**config.mk**
```make
export PLATFORM = sky130hd
export DESIGN_NAME = periodic_timer_slot_table_unit_flat
export DESIGN_NICKNAME = d
export VERILOG_FILES = /design/src/sv/pts_pkg.sv /design/src/sv/pts_req_if.sv /design/src/sv/pts_rsp_if.sv /design/src/sv/periodic_timer_slot_table_unit.sv /design/src/sv/pts_front.sv /design/src/sv/pts_queue.sv /design/src/sv/pts_back.sv /design/src/flat_wrapper.sv
export SDC_FILE = /design/constraint.sdc
export NUM_CORES = 2
export LEC_CHECK = 0
export ABC_AREA = 0
export ABC_CLOCK_PERIOD_IN_PS = 19500
export BUFFER_PORTS_ARGS = -buffer_cell sky130_fd_sc_hd__buf_2
export CAP_MARGIN = 10
export CORE_MARGIN = 8
export CORE_UTILIZATION = 55
export DETAILED_ROUTE_END_ITERATION = 8
export PLACE_DENSITY = 0.72
export REMOVE_ABC_BUFFERS = 1
export SETUP_SLACK_MARGIN = 0.1
export SLEW_MARGIN = 15
export SYNTH_ARGS = -nofsm -noshare
export SYNTH_HDL_FRONTEND = slang
export SYNTH_SLANG_ARGS = --single-unit
```
**constraint.sdc**
```tcl
create_clock -name clk -period 19.5 [get_ports clk]
set_input_delay 0 -clock clk [delete_from_list [all_inputs] [get_ports clk]]
set_output_delay 0 -clock clk [all_outputs]
set_load 0.02 [all_outputs]
```
**src/sv/pts_pkg.sv**
```systemverilog
// Shared types, codes and helper functions for the periodic timer slot table.
package pts_pkg;

    // Request kind codes as they arrive on the request channel.
    localparam logic [2:0] KIND_CLAIM_FIRST = 3'd0;
    localparam logic [2:0] KIND_OVERWRITE   = 3'd1;
    localparam logic [2:0] KIND_CLAIM_IDLE  = 3'd2;
    localparam logic [2:0] KIND_FREE        = 3'd3;
    localparam logic [2:0] KIND_TICK        = 3'd4;
    localparam logic [2:0] KIND_FIRE        = 3'd5;
    localparam logic [2:0] KIND_FREE_ALL    = 3'd6;

    // Depth of the command queue between the front and back parts.
    localparam int QUEUE_DEPTH = 2;

    // Classified operation handed from the front part to the back part.
    typedef enum logic [2:0] {
        OP_CLAIM_FIRST,
        OP_OVERWRITE,
        OP_CLAIM_IDLE,
        OP_FREE,
        OP_TICK,
        OP_FIRE,
        OP_FREE_ALL,
        OP_FAIL
    } op_t;

    // One queued command.
    typedef struct packed {
        op_t         op;
        logic [7:0]  slot;
        logic [15:0] period;
        logic [7:0]  tick;
        logic [15:0] tag;
        logic [31:0] arg;
    } cmd_t;

    // One entry of the slot memory.
    typedef struct packed {
        logic [15:0] period;
        logic [16:0] elapsed;
        logic [15:0] tag;
        logic [31:0] arg;
    } slot_entry_t;

    // One result transaction.
    typedef struct packed {
        logic        status;
        logic [5:0]  slot;
        logic        fired;
        logic [15:0] tag;
        logic [31:0] arg;
        logic        last;
    } result_t;

    // Back part sequencer states.
    typedef enum logic [1:0] {
        B_IDLE,
        B_CLAIM,
        B_SCAN,
        B_DONE
    } back_state_t;

    // A successful single result with nothing fired.
    localparam result_t RES_OK = '{status: 1'b0, slot: 6'd0, fired: 1'b0,
                                   tag: 16'd0, arg: 32'd0, last: 1'b1};

    // Build a freshly loaded slot entry from a command.
    function automatic slot_entry_t make_entry(input cmd_t cmd);
        slot_entry_t e;
        e.period  = cmd.period;
        e.elapsed = 17'd0;
        e.tag     = cmd.tag;
        e.arg     = cmd.arg;
        return e;
    endfunction

endpackage

```
**src/sv/pts_req_if.sv**
```systemverilog
// Request channel interface of the periodic timer slot table.
interface pts_req_if;
    logic        valid;
    logic        ready;
    logic [2:0]  kind;
    logic [7:0]  slot_index;
    logic [15:0] period;
    logic [7:0]  tick_amount;
    logic [15:0] callback_tag;
    logic [31:0] callback_argument;

    modport source (
        output valid, kind, slot_index, period, tick_amount, callback_tag,
               callback_argument,
        input  ready
    );

    modport sink (
        input  valid, kind, slot_index, period, tick_amount, callback_tag,
               callback_argument,
        output ready
    );
endinterface

```
**src/sv/pts_rsp_if.sv**
```systemverilog
// Result channel interface of the periodic timer slot table.
interface pts_rsp_if;
    logic        valid;
    logic        ready;
    logic        status;
    logic [5:0]  result_slot;
    logic        fired;
    logic [15:0] fired_tag;
    logic [31:0] fired_argument;
    logic        last;

    modport source (
        output valid, status, result_slot, fired, fired_tag, fired_argument, last,
        input  ready
    );

    modport sink (
        input  valid, status, result_slot, fired, fired_tag, fired_argument, last,
        output ready
    );
endinterface

```
**src/sv/periodic_timer_slot_table_unit.sv**
```systemverilog
// Top level of the periodic timer slot table: front, command queue and back.
// A request passes the front register and a queue entry before the back part takes it;
// single-slot requests then give their result through the output register, while
// claim-first-idle, tick and fire walk the slot memory one slot per cycle, a fire walk
// holding while a report waits on the result channel. The back part runs one request at
// a time, set by the slot memory walk; the front and a two-entry queue accept meanwhile.
// Reset clears all busy flags and all handshake state; slot contents need no clearing.
module periodic_timer_slot_table_unit
    import pts_pkg::*;
#(
    parameter int NUM_SLOTS = 16
)
(
    input  logic      clk,
    input  logic      rst_n,
    pts_req_if.sink   req,
    pts_rsp_if.source rsp
);

    logic push_valid;
    logic push_ready;
    cmd_t push_data;
    logic pop_valid;
    logic pop_ready;
    cmd_t pop_data;

    // Request intake and classification.
    pts_front #(
        .NUM_SLOTS (NUM_SLOTS)
    ) u_front (
        .clk        (clk),
        .rst_n      (rst_n),
        .req        (req),
        .push_valid (push_valid),
        .push_ready (push_ready),
        .push_data  (push_data)
    );

    // Command queue between the two parts.
    pts_queue u_queue (
        .clk        (clk),
        .rst_n      (rst_n),
        .push_valid (push_valid),
        .push_ready (push_ready),
        .push_data  (push_data),
        .pop_valid  (pop_valid),
        .pop_ready  (pop_ready),
        .pop_data   (pop_data)
    );

    // Command execution and result output.
    pts_back #(
        .NUM_SLOTS (NUM_SLOTS)
    ) u_back (
        .clk       (clk),
        .rst_n     (rst_n),
        .pop_valid (pop_valid),
        .pop_ready (pop_ready),
        .pop_data  (pop_data),
        .rsp       (rsp)
    );

endmodule

```
**src/sv/pts_front.sv**
```systemverilog
// Front part: accepts request transactions and classifies them into commands.
module pts_front
    import pts_pkg::*;
#(
    parameter int NUM_SLOTS = 16
)
(
    input  logic      clk,
    input  logic      rst_n,
    pts_req_if.sink   req,
    output logic      push_valid,
    input  logic      push_ready,
    output cmd_t      push_data
);

    logic fv_reg;
    logic fv_next;
    cmd_t cmd_reg;
    cmd_t cmd_next;
    logic accept;
    logic idx_ok;

    // The stage takes a new transaction whenever it is empty or draining.
    assign req.ready = !fv_reg || push_ready;
    assign accept    = req.valid && req.ready;
    assign idx_ok    = {1'b0, req.slot_index} < 9'(NUM_SLOTS);

    // Classify the request; slot-targeted kinds with a bad index fail here.
    always_comb
    begin
        cmd_next.slot   = req.slot_index;
        cmd_next.period = req.period;
        cmd_next.tick   = req.tick_amount;
        cmd_next.tag    = req.callback_tag;
        cmd_next.arg    = req.callback_argument;
        case (req.kind)
            KIND_CLAIM_FIRST: cmd_next.op = OP_CLAIM_FIRST;
            KIND_OVERWRITE:   cmd_next.op = idx_ok ? OP_OVERWRITE : OP_FAIL;
            KIND_CLAIM_IDLE:  cmd_next.op = idx_ok ? OP_CLAIM_IDLE : OP_FAIL;
            KIND_FREE:        cmd_next.op = idx_ok ? OP_FREE : OP_FAIL;
            KIND_TICK:        cmd_next.op = OP_TICK;
            KIND_FIRE:        cmd_next.op = OP_FIRE;
            KIND_FREE_ALL:    cmd_next.op = OP_FREE_ALL;
            default:          cmd_next.op = OP_FAIL;
        endcase
    end

    // Valid flag of the stage.
    always_comb
    begin
        if (accept)
        begin
            fv_next = 1'b1;
        end
        else if (push_ready)
        begin
            fv_next = 1'b0;
        end
        else
        begin
            fv_next = fv_reg;
        end
    end

    always_ff @(posedge clk or negedge rst_n)
    begin
        if (!rst_n)
        begin
            fv_reg <= 1'b0;
        end
        else
        begin
            fv_reg <= fv_next;
        end
    end

    // Command payload register.
    always_ff @(posedge clk)
    begin
        if (accept)
        begin
            cmd_reg <= cmd_next;
        end
    end

    assign push_valid = fv_reg;
    assign push_data  = cmd_reg;

endmodule

```
**src/sv/pts_queue.sv**
```systemverilog
// Short command queue that decouples the front part from the back part.
module pts_queue
    import pts_pkg::*;
(
    input  logic clk,
    input  logic rst_n,
    input  logic push_valid,
    output logic push_ready,
    input  cmd_t push_data,
    output logic pop_valid,
    input  logic pop_ready,
    output cmd_t pop_data
);

    localparam int PTR_W = (QUEUE_DEPTH > 1) ? $clog2(QUEUE_DEPTH) : 1;
    localparam int CNT_W = $clog2(QUEUE_DEPTH + 1);

    cmd_t             entry_reg [QUEUE_DEPTH];
    logic [PTR_W-1:0] wr_ptr_reg;
    logic [PTR_W-1:0] wr_ptr_next;
    logic [PTR_W-1:0] rd_ptr_reg;
    logic [PTR_W-1:0] rd_ptr_next;
    logic [CNT_W-1:0] count_reg;
    logic [CNT_W-1:0] count_next;
    logic             do_push;
    logic             do_pop;

    assign push_ready = count_reg != CNT_W'(QUEUE_DEPTH);
    assign pop_valid  = count_reg != '0;
    assign pop_data   = entry_reg[rd_ptr_reg];
    assign do_push    = push_valid && push_ready;
    assign do_pop     = pop_valid && pop_ready;

    // Pointer and fill count update, wrapping at the queue depth.
    always_comb
    begin
        wr_ptr_next = wr_ptr_reg;
        rd_ptr_next = rd_ptr_reg;
        count_next  = count_reg;
        if (do_push)
        begin
            wr_ptr_next = (wr_ptr_reg == PTR_W'(QUEUE_DEPTH - 1)) ? '0
                                                                  : wr_ptr_reg + 1'b1;
        end
        if (do_pop)
        begin
            rd_ptr_next = (rd_ptr_reg == PTR_W'(QUEUE_DEPTH - 1)) ? '0
                                                                  : rd_ptr_reg + 1'b1;
        end
        if (do_push && !do_pop)
        begin
            count_next = count_reg + 1'b1;
        end
        else if (do_pop && !do_push)
        begin
            count_next = count_reg - 1'b1;
        end
    end

    always_ff @(posedge clk or negedge rst_n)
    begin
        if (!rst_n)
        begin
            wr_ptr_reg <= '0;
            rd_ptr_reg <= '0;
            count_reg  <= '0;
        end
        else
        begin
            wr_ptr_reg <= wr_ptr_next;
            rd_ptr_reg <= rd_ptr_next;
            count_reg  <= count_next;
        end
    end

    // Queue storage.
    always_ff @(posedge clk)
    begin
        if (do_push)
        begin
            entry_reg[wr_ptr_reg] <= push_data;
        end
    end

endmodule

```
**src/sv/pts_back.sv**
```systemverilog
// Back part: executes commands against the slot table and drives results.
module pts_back
    import pts_pkg::*;
#(
    parameter int NUM_SLOTS = 16
)
(
    input  logic      clk,
    input  logic      rst_n,
    input  logic      pop_valid,
    output logic      pop_ready,
    input  cmd_t      pop_data,
    pts_rsp_if.source rsp
);

    localparam int IDX_W = (NUM_SLOTS > 1) ? $clog2(NUM_SLOTS) : 1;
    localparam logic [IDX_W-1:0] LAST_IDX = IDX_W'(NUM_SLOTS - 1);

    back_state_t          state_reg;
    back_state_t          state_next;
    logic [IDX_W-1:0]     idx_reg;
    logic [IDX_W-1:0]     idx_next;
    logic [NUM_SLOTS-1:0] busy_reg;
    logic [NUM_SLOTS-1:0] busy_next;
    cmd_t                 cmd_reg;
    cmd_t                 cmd_next;
    result_t              res_reg;
    result_t              res_next;
    result_t              pend_reg;
    result_t              pend_next;
    logic                 pend_valid_reg;
    logic                 pend_valid_next;
    result_t              out_reg;
    logic                 out_valid_reg;
    logic                 out_valid_next;
    result_t              out_data;
    logic                 out_load;
    logic                 out_free;

    // Slot memory: one write and one registered read per cycle.
    slot_entry_t          slot_mem [NUM_SLOTS];
    slot_entry_t          rd_data_reg;
    logic                 mem_we;
    logic [IDX_W-1:0]     mem_waddr;
    slot_entry_t          mem_wdata;
    logic                 mem_re;
    logic [IDX_W-1:0]     mem_raddr;

    logic [IDX_W-1:0]     new_slot;
    logic                 cur_busy;
    logic                 cur_due;
    logic                 advance;

    assign out_free = !out_valid_reg || rsp.ready;
    assign new_slot = pop_data.slot[IDX_W-1:0];
    assign cur_busy = busy_reg[idx_reg];
    assign cur_due  = cur_busy && (rd_data_reg.elapsed >= {1'b0, rd_data_reg.period});

    // Command sequencer: next state, slot updates and result selection.
    always_comb
    begin
        state_next      = state_reg;
        idx_next        = idx_reg;
        busy_next       = busy_reg;
        cmd_next        = cmd_reg;
        res_next        = res_reg;
        pend_next       = pend_reg;
        pend_valid_next = pend_valid_reg;
        pop_ready       = 1'b0;
        mem_we          = 1'b0;
        mem_waddr       = idx_reg;
        mem_wdata       = rd_data_reg;
        mem_re          = 1'b0;
        mem_raddr       = idx_reg;
        out_load        = 1'b0;
        out_data        = res_reg;
        advance         = 1'b1;

        case (state_reg)
            B_IDLE:
            begin
                pop_ready = 1'b1;
                if (pop_valid)
                begin
                    cmd_next = pop_data;
                    res_next = RES_OK;
                    case (pop_data.op)
                        OP_CLAIM_FIRST:
                        begin
                            idx_next   = '0;
                            state_next = B_CLAIM;
                        end
                        OP_OVERWRITE:
                        begin
                            mem_we              = 1'b1;
                            mem_waddr           = new_slot;
                            mem_wdata           = make_entry(pop_data);
                            busy_next[new_slot] = 1'b1;
                            res_next.slot       = 6'(new_slot);
                            state_next          = B_DONE;
                        end
                        OP_CLAIM_IDLE:
                        begin
                            if (!busy_reg[new_slot])
                            begin
                                mem_we              = 1'b1;
                                mem_waddr           = new_slot;
                                mem_wdata           = make_entry(pop_data);
                                busy_next[new_slot] = 1'b1;
                                res_next.slot       = 6'(new_slot);
                            end
                            else
                            begin
                                res_next.status = 1'b1;
                            end
                            state_next = B_DONE;
                        end
                        OP_FREE:
                        begin
                            busy_next[new_slot] = 1'b0;
                            res_next.slot       = 6'(new_slot);
                            state_next          = B_DONE;
                        end
                        OP_TICK, OP_FIRE:
                        begin
                            mem_re          = 1'b1;
                            mem_raddr       = '0;
                            idx_next        = '0;
                            pend_valid_next = 1'b0;
                            state_next      = B_SCAN;
                        end
                        OP_FREE_ALL:
                        begin
                            busy_next  = '0;
                            state_next = B_DONE;
                        end
                        default:
                        begin
                            res_next.status = 1'b1;
                            state_next      = B_DONE;
                        end
                    endcase
                end
            end

            // Look for the first idle slot, one slot per cycle.
            B_CLAIM:
            begin
                if (!busy_reg[idx_reg])
                begin
                    mem_we             = 1'b1;
                    mem_waddr          = idx_reg;
                    mem_wdata          = make_entry(cmd_reg);
                    busy_next[idx_reg] = 1'b1;
                    res_next.slot      = 6'(idx_reg);
                    state_next         = B_DONE;
                end
                else if (idx_reg == LAST_IDX)
                begin
                    res_next.status = 1'b1;
                    state_next      = B_DONE;
                end
                else
                begin
                    idx_next = idx_reg + 1'b1;
                end
            end

            // Walk the slots for a tick or a fire; read data belongs to idx_reg.
            B_SCAN:
            begin
                if (cmd_reg.op == OP_TICK)
                begin
                    if (cur_busy && !cur_due)
                    begin
                        mem_we            = 1'b1;
                        mem_wdata.elapsed = rd_data_reg.elapsed + 17'(cmd_reg.tick);
                    end
                end
                else if (cur_due)
                begin
                    // A held report goes out before the new one replaces it.
                    if (pend_valid_reg && !out_free)
                    begin
                        advance = 1'b0;
                    end
                    else
                    begin
                        if (pend_valid_reg)
                        begin
                            out_load = 1'b1;
                            out_data = pend_reg;
                        end
                        mem_we            = 1'b1;
                        mem_wdata.elapsed = 17'd0;
                        pend_next.status  = 1'b0;
                        pend_next.slot    = 6'(idx_reg);
                        pend_next.fired   = 1'b1;
                        pend_next.tag     = rd_data_reg.tag;
                        pend_next.arg     = rd_data_reg.arg;
                        pend_next.last    = 1'b0;
                        pend_valid_next   = 1'b1;
                    end
                end

                if (advance)
                begin
                    if (idx_reg == LAST_IDX)
                    begin
                        state_next = B_DONE;
                    end
                    else
                    begin
                        idx_next  = idx_reg + 1'b1;
                        mem_re    = 1'b1;
                        mem_raddr = idx_reg + 1'b1;
                    end
                end
            end

            // Deliver the final result of the command.
            B_DONE:
            begin
                if (cmd_reg.op == OP_FIRE && pend_valid_reg)
                begin
                    out_data      = pend_reg;
                    out_data.last = 1'b1;
                end
                if (out_free)
                begin
                    out_load   = 1'b1;
                    state_next = B_IDLE;
                end
            end

            default:
            begin
                state_next = B_IDLE;
            end
        endcase
    end

    // Output register valid flag.
    always_comb
    begin
        if (out_load)
        begin
            out_valid_next = 1'b1;
        end
        else if (rsp.ready)
        begin
            out_valid_next = 1'b0;
        end
        else
        begin
            out_valid_next = out_valid_reg;
        end
    end

    // Control state.
    always_ff @(posedge clk or negedge rst_n)
    begin
        if (!rst_n)
        begin
            state_reg      <= B_IDLE;
            busy_reg       <= '0;
            pend_valid_reg <= 1'b0;
            out_valid_reg  <= 1'b0;
        end
        else
        begin
            state_reg      <= state_next;
            busy_reg       <= busy_next;
            pend_valid_reg <= pend_valid_next;
            out_valid_reg  <= out_valid_next;
        end
    end

    // Payload registers.
    always_ff @(posedge clk)
    begin
        idx_reg  <= idx_next;
        cmd_reg  <= cmd_next;
        res_reg  <= res_next;
        pend_reg <= pend_next;
        if (out_load)
        begin
            out_reg <= out_data;
        end
    end

    // Slot memory write and registered read.
    always_ff @(posedge clk)
    begin
        if (mem_we)
        begin
            slot_mem[mem_waddr] <= mem_wdata;
        end
        if (mem_re)
        begin
            rd_data_reg <= slot_mem[mem_raddr];
        end
    end

    assign rsp.valid          = out_valid_reg;
    assign rsp.status         = out_reg.status;
    assign rsp.result_slot    = out_reg.slot;
    assign rsp.fired          = out_reg.fired;
    assign rsp.fired_tag      = out_reg.tag;
    assign rsp.fired_argument = out_reg.arg;
    assign rsp.last           = out_reg.last;

endmodule
```
**src/flat_wrapper.sv**
```systemverilog
// flat-port wrapper written by rule: the top's interface ports become plain ports
module periodic_timer_slot_table_unit_flat import pts_pkg::*;
#(
    parameter int NUM_SLOTS = 16
)
  (clk, rst_n, req_valid, req_kind, req_slot_index, req_period, req_tick_amount, req_callback_tag, req_callback_argument, req_ready, rsp_valid, rsp_status, rsp_result_slot, rsp_fired, rsp_fired_tag, rsp_fired_argument, rsp_last, rsp_ready);
  pts_req_if req_i ();
  pts_rsp_if rsp_i ();
  input  logic clk;
  input  logic rst_n;
  input wire logic [$bits(req_i.valid)-1:0] req_valid;
  input wire logic [$bits(req_i.kind)-1:0] req_kind;
  input wire logic [$bits(req_i.slot_index)-1:0] req_slot_index;
  input wire logic [$bits(req_i.period)-1:0] req_period;
  input wire logic [$bits(req_i.tick_amount)-1:0] req_tick_amount;
  input wire logic [$bits(req_i.callback_tag)-1:0] req_callback_tag;
  input wire logic [$bits(req_i.callback_argument)-1:0] req_callback_argument;
  output wire logic [$bits(req_i.ready)-1:0] req_ready;
  output wire logic [$bits(rsp_i.valid)-1:0] rsp_valid;
  output wire logic [$bits(rsp_i.status)-1:0] rsp_status;
  output wire logic [$bits(rsp_i.result_slot)-1:0] rsp_result_slot;
  output wire logic [$bits(rsp_i.fired)-1:0] rsp_fired;
  output wire logic [$bits(rsp_i.fired_tag)-1:0] rsp_fired_tag;
  output wire logic [$bits(rsp_i.fired_argument)-1:0] rsp_fired_argument;
  output wire logic [$bits(rsp_i.last)-1:0] rsp_last;
  input wire logic [$bits(rsp_i.ready)-1:0] rsp_ready;
  assign req_i.valid = req_valid;
  assign req_i.kind = req_kind;
  assign req_i.slot_index = req_slot_index;
  assign req_i.period = req_period;
  assign req_i.tick_amount = req_tick_amount;
  assign req_i.callback_tag = req_callback_tag;
  assign req_i.callback_argument = req_callback_argument;
  assign req_ready = req_i.ready;
  assign rsp_valid = rsp_i.valid;
  assign rsp_status = rsp_i.status;
  assign rsp_result_slot = rsp_i.result_slot;
  assign rsp_fired = rsp_i.fired;
  assign rsp_fired_tag = rsp_i.fired_tag;
  assign rsp_fired_argument = rsp_i.fired_argument;
  assign rsp_last = rsp_i.last;
  assign rsp_i.ready = rsp_ready;
  periodic_timer_slot_table_unit #(.NUM_SLOTS(NUM_SLOTS)) u_core (.clk(clk), .rst_n(rst_n), .req(req_i), .rsp(rsp_i));
endmodule
```
Word level (Yosys, flattened, before mapping)

Memory sizes are Yosys's and may differ from the RTL's. A register that Yosys moved wholly into a read port is not among the register bits.
Cells that the tools add are included.

Flip-flop bits (word level): 303
RAM bits: 1,462
Input bits: 87
Output and inout port bits: 59
Logic and storage cells: 229
Memories kept: 2

Memory list:

| memory                   | depth | width | read ports | clocked after Yosys merged registers in | write ports | RTL line        | source |
|---|---|---|---|---|---|---|---|
| u_core.u_back.slot_mem   | 16    | 81    | 1          | 1                                       | 1           | pts_back.sv:41  | `slot_entry_t slot_mem [NUM_SLOTS];` |
| u_core.u_queue.entry_reg | 2     | 83    | 1          | 0                                       | 1           | pts_queue.sv:18 | `cmd_t entry_reg [QUEUE_DEPTH];` |

Add/sub/neg operators: 6
Order comparisons: 6
Equality and inequality tests: 32
Multiplexer cells: 105
Bitwise logic cells: 6
Reductions and logical operators: 41

Operators with widths:

| cell               | number |
|---|---|
| $mux 57            | 6 |
| $mux 81            | 3 |
| $pmux 81 s2        | 1 |
| $pmux 57 s2        | 1 |
| $pmux 48 s2        | 1 |
| $mux 17            | 4 |
| $pmux 16 s2        | 2 |
| $pmux 16 s4        | 1 |
| $pmux 17 s3        | 1 |
| $mux 16            | 3 |
| $mux 4             | 11 |
| $mux 1             | 42 |
| $or 16x16->16      | 2 |
| $eq 3x3->1 const B | 8 |
| $pmux 4 s2         | 3 |
| $pmux 3 s7         | 1 |
| $ne 2x2->1 const B | 10 |
| $add 17x8->17      | 1 |
| $ge 17x16->1       | 1 |
| $and 16x16->16     | 1 |
| $not 16->16        | 1 |
| $mux 2             | 7 |
| $pmux 7 s2         | 1 |
| $eq 3x2->1 const B | 4 |
| other kinds (39)   | 80 |

Longest topological paths before layout

Depth after elaboration: 10
Depth in mapped cells: 16
Mapped depth without buffers: 12

By module

Synthesis repeated with hierarchy kept, for this count alone.

Cells, all modules: 3,892
Area, all modules: 71,065.7 um2

Modules (own cells, without submodules):

| module    | times used | cells an instance | area each (um2) | sequential area each (um2) |
|---|---|---|---|---|
| pts_back  | 1          | 3,523             | 62,054.5        | 47,585.6 |
| pts_queue | 1          | 276               | 6,427.4         | 5,084.9 |
| pts_front | 1          | 93                | 2,583.7         | 2,517.4 |

Least setup slack after synthesis

Ideal clock, no wire load.

Path type: reg-to-reg
From: register u_core.u_back.rd_data_reg[58] (netlist name)
To: register u_core.u_back.rd_data_reg[0] (netlist name)
Setup time: 0.641 ns
Data arrival time: 7.849 ns
Data required time: 18.859 ns
Setup slack: 11.010 ns
Cell stages (with the launch flop): 8
Buffers on the path: 0
Clock period less this slack: 8.490 ns
Cell sequence: edfxtp_1 > ha_1 > a211oi_1 > nor2_1 > o21a_1 > a2111oi_2 > nor3_1 > o31ai_1

Longest elaborated chain between the ends: 7
Elaborated cells between the ends (all ways): 9
Classes of those cells: order compare: 1; mux: 7; reduce/logical: 1

RTL lines:

| element                  | RTL line        | source |
|---|---|---|
| $ge 17x16->1             | pts_back.sv:57  | `assign cur_due = cur_busy && (rd_data_reg.elapsed >= {1'b0, rd_data_reg.period});` |
| $logic_and 1x1->1        | pts_back.sv:57  |  |
| $mux 1                   | pts_back.sv:180 | `else if (cur_due)` |
| $mux 1                   | pts_back.sv:172 | `if (cmd_reg.op == OP_TICK)` |
| $mux 1                   | pts_back.sv:79  | `case (state_reg)` |
| $mux 1                   | pts_back.sv:206 | `if (advance)` |
| $pmux 1 s2               | pts_back.sv:79  |  |
| via u_core.u_back.mem_re | pts_back.sv:46  | `logic mem_re;` |

The timed path passes the listed nets, and every way through them passes these cells. The select of a mux whose other input is x is not followed.
A chain may end at the register's enable or synchronous reset.

Worst setup path in the final report

From: register u_core.u_back.state_reg[1]
To: register u_core.u_back.rd_data_reg[67] (netlist name)

Longest elaborated chain between the ends: 2
Elaborated cells between the ends (all ways): 4
Classes of those cells: eq/ne: 1; mux: 2; reduce/logical: 1

RTL lines:

| element                                       | RTL line        | source |
|---|---|---|
| start, declared                               | pts_back.sv:19  | `back_state_t state_reg;` |
| start signal, assigned                        | pts_back.sv:272 | `state_reg <= state_next;` |
| $eq 2x2->1 or $logic_not 2->1 (tied branches) | pts_back.sv:79  |  |
| $pmux 4 s2 or $pmux 1 s2 (tied branches)      | pts_back.sv:79  |  |

Parallel ways exist; a longest one is shown, timed or not.

==> out/qor.txt <==
Outcome: finished clean
Cell with the largest stage delay on the worst path: buf_4
Number of synthesized flops with an enable pin: 1805
Clock slew seen by the registers of the worst setup and hold paths: 0.06 ns
Seq/Total Area, Yosys: 75.8%
Die Ht: 379 um
Routed WL per cell: 27.7 um
MaxCap Viol Count: 0
Clk_skew: 0.0302 ns
CTS resizes: 0
Final setup viols: 0
Worst Path Arrival: 8.40 ns
Syn-to-layout area delta: 13.5%
Post-CTS Setup Inserts: 0
CP required: 20.06 ns
Synth area leaders: edfxtp_1 75%, a211oi_1 3.4%, mux2_2 2.4%, mux2i_1 2.4%, nand2_1 2.0%
Actual slew at the worst max-slew pin: 1.26 ns
FP Rows: 133
Crit-path max FO: 200
Antenna Violating Nets Remaining: 0
Final #Nets: 4830
Root buf cell: clkbuf_16
Max Root-Sink Buffers: 3
Total die area: 0.143 mm2
Residual DRC: 0
Worst path max stage delay: 0.75 ns
Fmax: 128 MHz
Async S/R FF share, synth: 1.37%
Most frequent cell after synthesis: edfxtp_1
First-pass GRT wire length: 267000 um
Placer Congestion: 0.879
Commonest cells post-synth: 1805 x edfxtp_1, 388 x nand2_1, 329 x a211oi_1
Synth Instances: 4445
Final hold violations: 0
Unrepaired setup endpoints after global routing: false
CTS tree: done
WL final: 183000 um
Period utilization: 40.2%
Cell area after synthesis: 0.0724 mm2
Yosys top cell by area: edfxtp_1
CTS Buf Count: 177
Core Region: 0.131 mm2
CP Cell Sequence: inv_1, ha_1, o21ai_0, inv_4, nand3_1, o21ai_1, or2_4, buf_4, buf_4, nand2_8, buf_4, buf_12, a211oi_1, a31oi_1, a221o_1
Vias in the first global route: 40868
Fin Setup TNS: 0 ns
Share of layout cells above drive strength 1: 13.9%
IO Port Bufs: 143
Vias per std cell: 6.35
Via count: 41990
# IOs: 146
Overall Global Routing Usage: 25.0%
#FFs+latches synth: 1830
Top FF cell, synth: edfxtp_1
DR pass1 iterations: 6
Crit path time final: 7.84 ns
Synth warn: 0
GRT overflow: 0
Max Slew Vio Count: 0
CTS sink count: 1830
Hold slack: 0.0525 ns
Initial antenna violation count: 1
Largest register FFs: 1296
Ant. Diodes: 0
Crit-path most repeated cell: buf_4
H-Tree Depth: 4
Critical Setup Path Class: flip-flop to flip-flop
Initial Util: 55.3%
Slew HR: 15.4%
Yosys top cell area share: 74.9%
Die width: 379 um
Crit end category: flip-flop
Post-DP HPWL: 90800 um
Synth Area per Inst: 16.3 um2
Clk Latency, worst-skew pair: 0.81 ns
Initial detailed-routing violation count: 5635
Critical path startpoint category: flip-flop
Tightest Hold Check Type: primary input to flip-flop
Pin count of the biggest net entering global routing: 204
Post-CTS Hold Buffers: 161
Synth unique cells: 63
==> cells by family (layout without fill, tap and decap cells) <==
family / after synthesis / count (layout) / synth area share (%)
DFF: 1830 / 1830 / 75.8
and+or+nand+nor: 959 / 959 / 6.67
AOI/OAI and AO/OA: 940 / 940 / 9.67
muxes: 338 / 338 / 5.12
buffers and inverters: 332 / 745 / 2.04
adders and majority gates: 34 / 34 / 0.598
xor gates and xnor gates: 11 / 11 / 0.133
other: 1 / 2 / 0.00518
==> layout make-up <==
cell class	instances	area [um2]
Inverter	33	126
Tap cell	1755	2200
Fill cell	9185	48800
Sequential cell	1830	54800
Multi-Input combinational cell	2284	16300
Clock buffer	217	4620
Timing Repair Buffer	383	2990
Clock inverter	112	1040
==> per-layer routing <==
metal  share of wire (%)  GRT usage, %  vias to the layer above  wire length (um)
li1                    -             -                    18185                 -
met1                  40          34.8                    21201             72500
met2                  48          40.7                     2298             87600
met3                  10          4.72                      306             18300
met4                 2.5          7.17                        0              4660
met5                   0             0                        -                 0
==> worst max-delay path: cells and delay by family (launching register included) <==
kind	cells	cell delay, ns
fa+ha+maj	1	0.43
simple gates	3	1.55
flops	1	0.41
buf+inv	6	3.28
compound gates	5	1.60
==> metrics by stage <==
stage	worst slack, ns	cells	cell area [um2]	util, %
after global placement	12.06	6124	74800	57.2
after global routing	11.34	6614	82100	62.7
after floorplan	-3.71	4147	71000	-
final	11.66	6614	82100	62.7
after detailed placement	11.86	6124	74800	57.2
after CTS	11.75	6614	82100	62.7
==> path summary, 6_finish.rpt <==
check	depth (start not counted)	startpoint	slack, ns	end
min	2	req_tick_amount[3]	0.05	u_core.u_front.push_data[51]
min in group asynchronous	4	rst_n	0.35	u_core.u_back.busy_reg[9]
max	15	u_core.u_back.state_reg[1]	11.66	u_core.u_back.rd_data_reg[67]
max in group asynchronous	4	rst_n	18.96	u_core.u_queue.rd_ptr_reg
min reg2reg	0	u_core.u_front.push_data[37]	0.44	u_core.u_queue.entry_reg[0][37]
max reg2reg	15	u_core.u_back.state_reg[1]	11.66	u_core.u_back.rd_data_reg[67]
==> layout by cell type, fill, tap and decap left out, drive strengths merged, types with 66 or more instances in the layout <==
| master | Yosys | layout |
|---|---|---|
| nor2 | 75 | 75 |
| clkbuf | 162 | 217 |
| o21ai | 83 | 83 |
| o32ai | 81 | 81 |
| and3 | 169 | 169 |
| dlygate4sd3 | 0 | 160 |
| mux2 | 155 | 155 |
| a31oi | 171 | 171 |
| clkinv | 0 | 84 |
| edfxtp | 1805 | 1805 |
| a221o | 132 | 132 |
| a21oi | 66 | 66 |
| nand2 | 389 | 389 |
| buf | 137 | 223 |
| nor2b | 219 | 219 |
| a211oi | 329 | 329 |
| mux2i | 175 | 175 |
Power is left out: the tool's default activity adds up to more than one toggle a clock period on the data nets, which glitch-free logic cannot reach.
